===== config.mk =====
export PLATFORM = sky130hd
export DESIGN_NAME = key_value_line_parser_unit
export DESIGN_NICKNAME = d
export VERILOG_FILES = /design/src/hdl/kvlp_pkg.sv /design/src/hdl/kvlp_front.sv /design/src/hdl/kvlp_queue.sv /design/src/hdl/kvlp_back.sv /design/src/hdl/key_value_line_parser_unit.sv
export SDC_FILE = /design/constraint.sdc
export NUM_CORES = 1
export LEC_CHECK = 0
export ABC_CLOCK_PERIOD_IN_PS = 4200
export BUFFER_PORTS_ARGS = -buffer_cell sky130_fd_sc_hd__buf_4
export CAP_MARGIN = 40
export CELL_PAD_IN_SITES_DETAIL_PLACEMENT = 1
export CELL_PAD_IN_SITES_GLOBAL_PLACEMENT = 1
export CORE_MARGIN = 4
export CORE_UTILIZATION = 35
export DETAILED_ROUTE_END_ITERATION = 12
export PLACE_DENSITY = 0.64
export SLEW_MARGIN = 5
export SYNTH_ARGS = -nofsm -noshare
export SYNTH_HDL_FRONTEND = slang
export SYNTH_HIERARCHICAL = 1
export SYNTH_SLANG_ARGS = --single-unit

===== constraint.sdc =====
create_clock -name clk -period 4.2 [get_ports clk]
set_clock_uncertainty 0.1 [all_clocks]
set_input_delay 1.26 -clock clk [delete_from_list [all_inputs] [get_ports clk]]
set_output_delay 1.26 -clock clk [all_outputs]
set_load 0.01 [all_outputs]

===== src/hdl/kvlp_pkg.sv =====
// ---------------------------------------------------------------------------
// kvlp_pkg
// Shared types and constants for the key/value line parser.
// ---------------------------------------------------------------------------
`default_nettype none

package kvlp_pkg;

	localparam int QUEUE_DEPTH = 4;

	localparam logic [1:0] CLS_DROP  = 2'd0;
	localparam logic [1:0] CLS_NAME  = 2'd1;
	localparam logic [1:0] CLS_VALUE = 2'd2;
	localparam logic [1:0] CLS_EOL   = 2'd3;

	localparam logic [7:0] CH_HASH  = 8'h23;
	localparam logic [7:0] CH_EQ    = 8'h3D;
	localparam logic [7:0] CH_TAB   = 8'h09;
	localparam logic [7:0] CH_SPACE = 8'h20;
	localparam logic [7:0] CH_ZERO  = 8'h30;
	localparam logic [7:0] CH_NINE  = 8'h39;

	localparam logic [3:0] DIGITS_MAX  = 4'd10;
	localparam logic [3:0] DIGITS_SAT  = 4'd11;

	// classified request passed from front to back
	typedef struct packed {
		logic [1:0] cls;
		logic [7:0] chr;
		logic       dis;
	} kvlp_req_t;

	function automatic logic is_blank(input logic [7:0] c);
		return c inside {CH_SPACE, CH_TAB};
	endfunction

endpackage

`default_nettype wire


===== src/hdl/kvlp_front.sv =====
// ---------------------------------------------------------------------------
// kvlp_front
// Line scanner: tracks the parse phase and tags each character.
// ---------------------------------------------------------------------------
`default_nettype none

module kvlp_front (
	input  wire logic              clk,
	input  wire logic              arst_n,
	input  wire logic              take,
	input  wire logic              kind,
	input  wire logic [7:0]        char_in,
	output kvlp_pkg::kvlp_req_t    req
);
	import kvlp_pkg::*;

	typedef enum logic [5:0] {
		PH_LEAD   = 6'b000001,
		PH_NAME   = 6'b000010,
		PH_BLANK1 = 6'b000100,
		PH_EQ     = 6'b001000,
		PH_BLANK2 = 6'b010000,
		PH_VALUE  = 6'b100000
	} phase_t;

	phase_t     phase_q, phase_nxt;
	logic       seen_q;
	logic       comment_q;
	logic       comment_set;
	logic [1:0] cls;
	logic       blank;
	logic       eq;

	assign blank = is_blank(char_in);
	assign eq    = (char_in == CH_EQ);

	always_comb begin
		phase_nxt   = phase_q;
		cls         = CLS_DROP;
		comment_set = 1'b0;
		case (phase_q)
			PH_LEAD: begin
				if (blank) begin
					cls = CLS_DROP;
				end else if (char_in == CH_HASH) begin
					comment_set = 1'b1;
					phase_nxt   = PH_NAME;
				end else if (eq) begin
					phase_nxt = PH_EQ;
				end else begin
					cls       = CLS_NAME;
					phase_nxt = PH_NAME;
				end
			end
			PH_NAME: begin
				if (eq) begin
					phase_nxt = PH_EQ;
				end else if (blank) begin
					phase_nxt = PH_BLANK1;
				end else begin
					cls = CLS_NAME;
				end
			end
			PH_BLANK1: begin
				if (eq) begin
					phase_nxt = PH_EQ;
				end else if (!blank) begin
					cls       = CLS_VALUE;
					phase_nxt = PH_VALUE;
				end
			end
			PH_EQ: begin
				if (blank) begin
					phase_nxt = PH_BLANK2;
				end else if (!eq) begin
					cls       = CLS_VALUE;
					phase_nxt = PH_VALUE;
				end
			end
			PH_BLANK2: begin
				if (!blank) begin
					cls       = CLS_VALUE;
					phase_nxt = PH_VALUE;
				end
			end
			PH_VALUE: begin
				cls = CLS_VALUE;
			end
			default: begin
				cls       = CLS_VALUE;
				phase_nxt = PH_VALUE;
			end
		endcase
	end

	always_comb begin
		if (kind) begin
			req.cls = CLS_EOL;
			req.chr = char_in;
			req.dis = !seen_q || comment_q;
		end else begin
			req.cls = cls;
			req.chr = char_in;
			req.dis = 1'b0;
		end
	end

	always_ff @(posedge clk or negedge arst_n) begin
		if (!arst_n) begin
			phase_q   <= PH_LEAD;
			seen_q    <= 1'b0;
			comment_q <= 1'b0;
		end else if (take) begin
			if (kind) begin
				phase_q   <= PH_LEAD;
				seen_q    <= 1'b0;
				comment_q <= 1'b0;
			end else begin
				phase_q <= phase_nxt;
				seen_q  <= 1'b1;
				if (comment_set) begin
					comment_q <= 1'b1;
				end
			end
		end
	end

endmodule

`default_nettype wire


===== src/hdl/kvlp_queue.sv =====
// ---------------------------------------------------------------------------
// kvlp_queue
// Small FIFO of classified requests between scanner and evaluator.
// ---------------------------------------------------------------------------
`default_nettype none

module kvlp_queue #(
	parameter int DEPTH = kvlp_pkg::QUEUE_DEPTH
) (
	input  wire logic              clk,
	input  wire logic              arst_n,
	input  wire logic              push_valid,
	output logic                   push_stall,
	input  wire kvlp_pkg::kvlp_req_t push_req,
	output logic                   pop_valid,
	input  wire logic              pop_stall,
	output kvlp_pkg::kvlp_req_t    pop_req
);
	import kvlp_pkg::*;

	localparam int PW = (DEPTH > 1) ? $clog2(DEPTH) : 1;
	localparam int CW = $clog2(DEPTH + 1);
	localparam logic [PW-1:0] LAST = PW'(DEPTH - 1);
	localparam logic [CW-1:0] FULL = CW'(DEPTH);

	kvlp_req_t     mem_q [DEPTH];
	logic [PW-1:0] wr_ptr_q, rd_ptr_q;
	logic [CW-1:0] count_q;
	logic          push, pop;

	assign push_stall = (count_q == FULL);
	assign pop_valid  = (count_q != '0);
	assign push       = push_valid && !push_stall;
	assign pop        = pop_valid && !pop_stall;
	assign pop_req    = mem_q[rd_ptr_q];

	always_ff @(posedge clk) begin
		if (push) begin
			mem_q[wr_ptr_q] <= push_req;
		end
	end

	always_ff @(posedge clk or negedge arst_n) begin
		if (!arst_n) begin
			wr_ptr_q <= '0;
			rd_ptr_q <= '0;
			count_q  <= '0;
		end else begin
			if (push) begin
				wr_ptr_q <= (wr_ptr_q == LAST) ? '0 : wr_ptr_q + 1'b1;
			end
			if (pop) begin
				rd_ptr_q <= (rd_ptr_q == LAST) ? '0 : rd_ptr_q + 1'b1;
			end
			if (push && !pop) begin
				count_q <= count_q + 1'b1;
			end else if (pop && !push) begin
				count_q <= count_q - 1'b1;
			end
		end
	end

endmodule

`default_nettype wire


===== src/hdl/kvlp_back.sv =====
// ---------------------------------------------------------------------------
// kvlp_back
// Value evaluator: accumulates decimal digits and registers each result.
// ---------------------------------------------------------------------------
`default_nettype none

module kvlp_back (
	input  wire logic              clk,
	input  wire logic              arst_n,
	input  wire logic              req_valid,
	output logic                   req_stall,
	input  wire kvlp_pkg::kvlp_req_t req,
	output logic                   out_valid,
	input  wire logic              out_stall,
	output logic [1:0]             char_class,
	output logic [7:0]             char_out,
	output logic                   disabled,
	output logic                   int_valid,
	output logic [31:0]            int_value
);
	import kvlp_pkg::*;

	logic [31:0] acc_q;
	logic [3:0]  ndig_q;
	logic        bad_q;
	logic        out_valid_q;
	logic        take;
	logic        digit;
	logic [3:0]  dval;
	logic [7:0]  doff;
	logic [31:0] acc_nxt;
	logic        ok;

	assign req_stall = out_valid_q && out_stall;
	assign take      = req_valid && !req_stall;
	assign out_valid = out_valid_q;

	assign digit   = req.chr inside {[CH_ZERO:CH_NINE]};
	assign doff    = req.chr - CH_ZERO;
	assign dval    = doff[3:0];
	// acc * 10 + d as two shifted adds
	assign acc_nxt = {acc_q[28:0], 3'b000} + {acc_q[30:0], 1'b0} + {28'd0, dval};
	assign ok      = (ndig_q != 4'd0) && (ndig_q <= DIGITS_MAX) && !bad_q;

	always_ff @(posedge clk or negedge arst_n) begin
		if (!arst_n) begin
			out_valid_q <= 1'b0;
			acc_q       <= '0;
			ndig_q      <= '0;
			bad_q       <= 1'b0;
		end else begin
			if (take) begin
				out_valid_q <= 1'b1;
			end else if (!out_stall) begin
				out_valid_q <= 1'b0;
			end
			if (take) begin
				if (req.cls == CLS_EOL) begin
					acc_q  <= '0;
					ndig_q <= '0;
					bad_q  <= 1'b0;
				end else if (req.cls == CLS_VALUE) begin
					if (ndig_q < DIGITS_SAT) begin
						ndig_q <= ndig_q + 1'b1;
					end
					if (digit) begin
						acc_q <= acc_nxt;
					end else begin
						bad_q <= 1'b1;
					end
				end
			end
		end
	end

	always_ff @(posedge clk) begin
		if (take) begin
			char_class <= req.cls;
			case (req.cls)
				CLS_NAME, CLS_VALUE: begin
					char_out  <= req.chr;
					disabled  <= 1'b0;
					int_valid <= 1'b0;
					int_value <= '0;
				end
				CLS_EOL: begin
					char_out  <= '0;
					disabled  <= req.dis;
					int_valid <= ok;
					int_value <= ok ? acc_q : '0;
				end
				default: begin
					char_out  <= '0;
					disabled  <= 1'b0;
					int_valid <= 1'b0;
					int_value <= '0;
				end
			endcase
		end
	end

endmodule

`default_nettype wire


===== src/hdl/key_value_line_parser_unit.sv =====
// Path: an accepted request is queued, then the evaluator registers its result onto out_valid.
// Throughput: one request per cycle while in_stall and out_stall are both low.
// The request queue (QUEUE_DEPTH entries) lets the scanner keep accepting during output stalls.
// Reset: arst_n clears phase, line flags, accumulator, queue pointers and output valid.
// No clearing pass is needed after reset.
// ---------------------------------------------------------------------------
// key_value_line_parser_unit
// Parses "name = value" text lines one character per request, reports each
// character's class and, at end of line, a summary with the decimal value.
// ---------------------------------------------------------------------------
`default_nettype none

module key_value_line_parser_unit #(
	parameter int QDEPTH = kvlp_pkg::QUEUE_DEPTH
) (
	input  wire logic        clk,
	input  wire logic        arst_n,
	input  wire logic        in_valid,
	output logic             in_stall,
	input  wire logic        kind,
	input  wire logic [7:0]  char_in,
	output logic             out_valid,
	input  wire logic        out_stall,
	output logic [1:0]       char_class,
	output logic [7:0]       char_out,
	output logic             disabled,
	output logic             int_valid,
	output logic [31:0]      int_value
);
	import kvlp_pkg::*;

	kvlp_req_t front_req;
	kvlp_req_t back_req;
	logic      q_full;
	logic      q_valid;
	logic      q_stall;
	logic      take;

	assign in_stall = q_full;
	assign take     = in_valid && !q_full;

	kvlp_front u_front (
		.clk     (clk),
		.arst_n  (arst_n),
		.take    (take),
		.kind    (kind),
		.char_in (char_in),
		.req     (front_req)
	);

	kvlp_queue #(
		.DEPTH (QDEPTH)
	) u_queue (
		.clk        (clk),
		.arst_n     (arst_n),
		.push_valid (in_valid),
		.push_stall (q_full),
		.push_req   (front_req),
		.pop_valid  (q_valid),
		.pop_stall  (q_stall),
		.pop_req    (back_req)
	);

	kvlp_back u_back (
		.clk        (clk),
		.arst_n     (arst_n),
		.req_valid  (q_valid),
		.req_stall  (q_stall),
		.req        (back_req),
		.out_valid  (out_valid),
		.out_stall  (out_stall),
		.char_class (char_class),
		.char_out   (char_out),
		.disabled   (disabled),
		.int_valid  (int_valid),
		.int_value  (int_value)
	);

endmodule

`default_nettype wire

==> key figures <==
Place
  • Placed cell count: 1015
  • IO buf count: 58
  • Placed Area: 8820 um2
  • Dpl hpwl: roughly 14000 um
  • Gpl congestion: 0.843

Drt
  • Final routed DRC violation total: 0
  • Via count: between 5000 and 6000
  • Final ANT Viol Nets: 0
  • Initial DRC Count: 286
  • Vias per cell: roughly 5.3
  • WL/cell: 18.9 um
  • First-pass DRT Iterations: 4
  • Post-Route WL: 19800 um

Pwr
  • Peak VDD IR: about 0.00025 V
  • Power Density: approximately 560 nW/um2
  • Leakage power: 3.95 nW

Setup path
  • Critical Path RT: 4.41 ns
  • Startpoint Class: flop
  • Worst R2R Path Depth: 12
  • Critical R2R Capture: u_back/acc_q[30]
  • Reg2reg start: u_queue/rd_ptr_q[0]
  • Worst setup EP type: flop
  • Setup CP Type: flop to flop
  • FF-to-FF setup slack: 0.51 ns
  • CP max FO: 4
  • Arrival time at the worst endpoint: 3.90 ns

Global route
  • Vias in the first global route: 6156
  • First-pass GRT wire length: 32700 um
  • Largest net degree at the start of global routing: 54
  • Total GRT Usage: 15.9%
  • Antenna violations before repair: 0
  • Grt total ovfl: 0

Timing
  • Final hold slack: between 0.3 and 0.4 ns
  • Max-Slew Margin vs Limit: a little under half
  • Hold Fails Final Rpt: 0
  • Final setup TNS: 0 ns
  • Fin crit period: 3.69 ns
  • # setup viols final: 0
  • Unrepaired setup endpoints after global routing: false
  • Worst-Margin Slew: 0.785 ns
  • Max Freq: 0.271 GHz
  • Max Slew Vio Count: 0
  • Final worst-path cycle share: 87.8%

Synth
  • Mean post-synth cell area: 11.7 um2
  • Most used DFF post-synth: edfxtp_1
  • Dominant cells by area after synthesis: edfxtp_1 (33%), dfrtp_1 (16%), ha_1 (11%)
  • Synth area leader: edfxtp_1
  • Yosys top cell area share: roughly 33%
  • Register area share after synthesis: 49.1%
  • FF+latch count, synth: 141
  • Post-synthesis cell count: 692
  • Syn Nets: 777
  • Mapped Area: 8080 um2
  • Most common cell in the netlist: edfxtp_1
  • Synth unique cells: 90
  • Asr flop ratio synth: 37.6%
  • Number of synthesized flops with an enable pin: 88
  • Syn. warnings: 6
  • Most frequent cells after synthesis: edfxtp_1 (88), ha_1 (69), nand2_1 (57)

Status
  • Status: finished clean

Floorplan
  • FP Rows: 55
  • Die area: between 20000 and 30000 um2
  • Starting density of the core: a little over a third
  • Core Region: between 20000 and 25000 um2
  • I/O pin total: between 50 and 60
  • Die Ht: 160 um
  • DIE WIDTH: 160 um

Clock tree
  • Maximum root-to-sink buffer count: 2
  • CTS tree: built
  • Clock Sinks: 141
  • Clock Pin Slew Worst Setup and Hold Paths: 0.07 ns
  • Postcts setup bufs: 0
  • H-tree depth: 4
  • Num CTS Buffers: 17
  • Hold_buf cts: 0
  • CTS resizes: 0
  • Clock latency on the worst-skew pair: 0.43 ns
  • Clock root cell: clkbuf_16

Worst hold path
  • Hold Path Class: flop to flop
  • WHS Endpoint: u_queue/count_q[2]
  • Worst hold start: u_queue/count_q[2]
  • Cells on Worst Hold Path: 1

Finish
  • Design area: 9440 um2
  • Area grow syn2layout: 16.8%
  • Final nets: ~830
  • Layout cells sized above 1: roughly 20%
  • Core Util, Final: 41.6%
  • Diode count: 0
  • Non-Filler Instances: between 1000 and 1500
  • Filler cells: 2427

Job
  • Max-cap violations: 0
==> critical path: stages, from the launching register on <==
cell and delay, ns:
dfrtp_1 0.45, mux4_2 0.56, ha_1 0.32, ha_1 0.24, fa_1 0.44, a211oi_2 0.32, o21ai_1 0.13, a21oi_2 0.16
buf_4 0.15, o21ai_2 0.09, o41ai_2 0.29, xnor2_1 0.12, a22o_1 0.20
==> flip-flops by register name, summed over array words and instances (netlist names), 2 cells and up <==
signal	cells
u_back/int_value	32
u_back/acc_q	32
u_queue/rd_ptr_q	2
u_queue/count_q	3
u_back/char_class	2
u_back/ndig_q	4
u_back/char_out	8
u_front/phase_q	6
u_queue/wr_ptr_q	2
u_queue/mem_q	44
==> area by class of cell <==
class,instances,area [um2],share of cell area (%)
Clock buffer,18,439,4.65
Clock inverter,14,188,1.99
Inverter,28,105,1.11
Multi-Input combinational cell,493,3850,40.8
Sequential cell,141,3970,42.0
Tap cell,285,357,3.78
Timing Repair Buffer,68,531,5.62
==> where the power goes <==
part | total (mW) | switching [mW] | internal (mW)
combinational | 1.62 | 0.927 | 0.697
sequential | 2.06 | 0.180 | 1.88
clock | 1.61 | 0.677 | 0.930
==> worst max path at each step <==
stage                                   start          endpoint  slack, ns
after detailed placement  u_queue/rd_ptr_q[0]  u_back/acc_q[31]       0.52
after floorplan                     out_stall  u_back/acc_q[19]       0.09
after CTS                 u_queue/rd_ptr_q[0]  u_back/acc_q[30]       0.49
after global routing      u_queue/rd_ptr_q[0]  u_back/acc_q[31]       0.30
after global placement    u_queue/rd_ptr_q[0]  u_back/acc_q[31]       0.60
final                     u_queue/rd_ptr_q[0]  u_back/acc_q[30]       0.51
==> logic make-up (layout without fill, tap and decap cells) <==
| kind of cell | after synthesis | count (layout) | synth area share (%) |
|---|---|---|---|
| multiplexers | 21 | 21 | 4.47 |
| XOR/XNOR | 23 | 23 | 2.49 |
| flip-flops | 141 | 141 | 49.1 |
| buffers and inverters | 58 | 128 | 3.62 |
| AND/OR/NAND/NOR | 216 | 216 | 15.0 |
| AO/OA/AOI/OAI | 161 | 161 | 13.9 |
| adder cells (fa/ha/maj) | 72 | 72 | 11.4 |
==> stage by stage <==
| stage | total power, mW | setup slack (ns) |
|---|---|---|
| after floorplan | 3.07 | 0.0892 |
| after global placement | 3.64 | 0.604 |
| after detailed placement | 3.75 | 0.522 |
| after CTS | 5.39 | 0.491 |
| after global routing | 5.63 | 0.304 |
| final | 5.29 | 0.512 |
==> cell usage in the layout, fill, tap and decap left out, drive strengths merged, types with 4 or more instances in the layout <==
master   n
o211ai   5
o41ai    4
and2    37
a22o     6
a211oi   7
or3      4
and4     4
nor2    35
o21ai   47
and3     4
nand3   13
buf     68
a21o    10
edfxtp  88
inv     39
nor4     6
mux4    11
nand3b   6
mux2     5
xor2    12
ha      69
xnor2   11
a21oi   38
o21bai   5
dfrtp   52
nand4    6
mux2i    5
nand2   58
o21a     5
nor2b   14
nor3    12
clkbuf  18
a31oi    7
==> metal layers <==
layer	GRT usage [%]	vias up	routed length [um]
li1	-	2685	-
met3	3.28	15	537
met5	0	-	0
met4	4.54	0	158
met1	19.5	2821	8740
met2	28.4	78	10400
No activity file was read; power rests on OpenSTA's default activity.
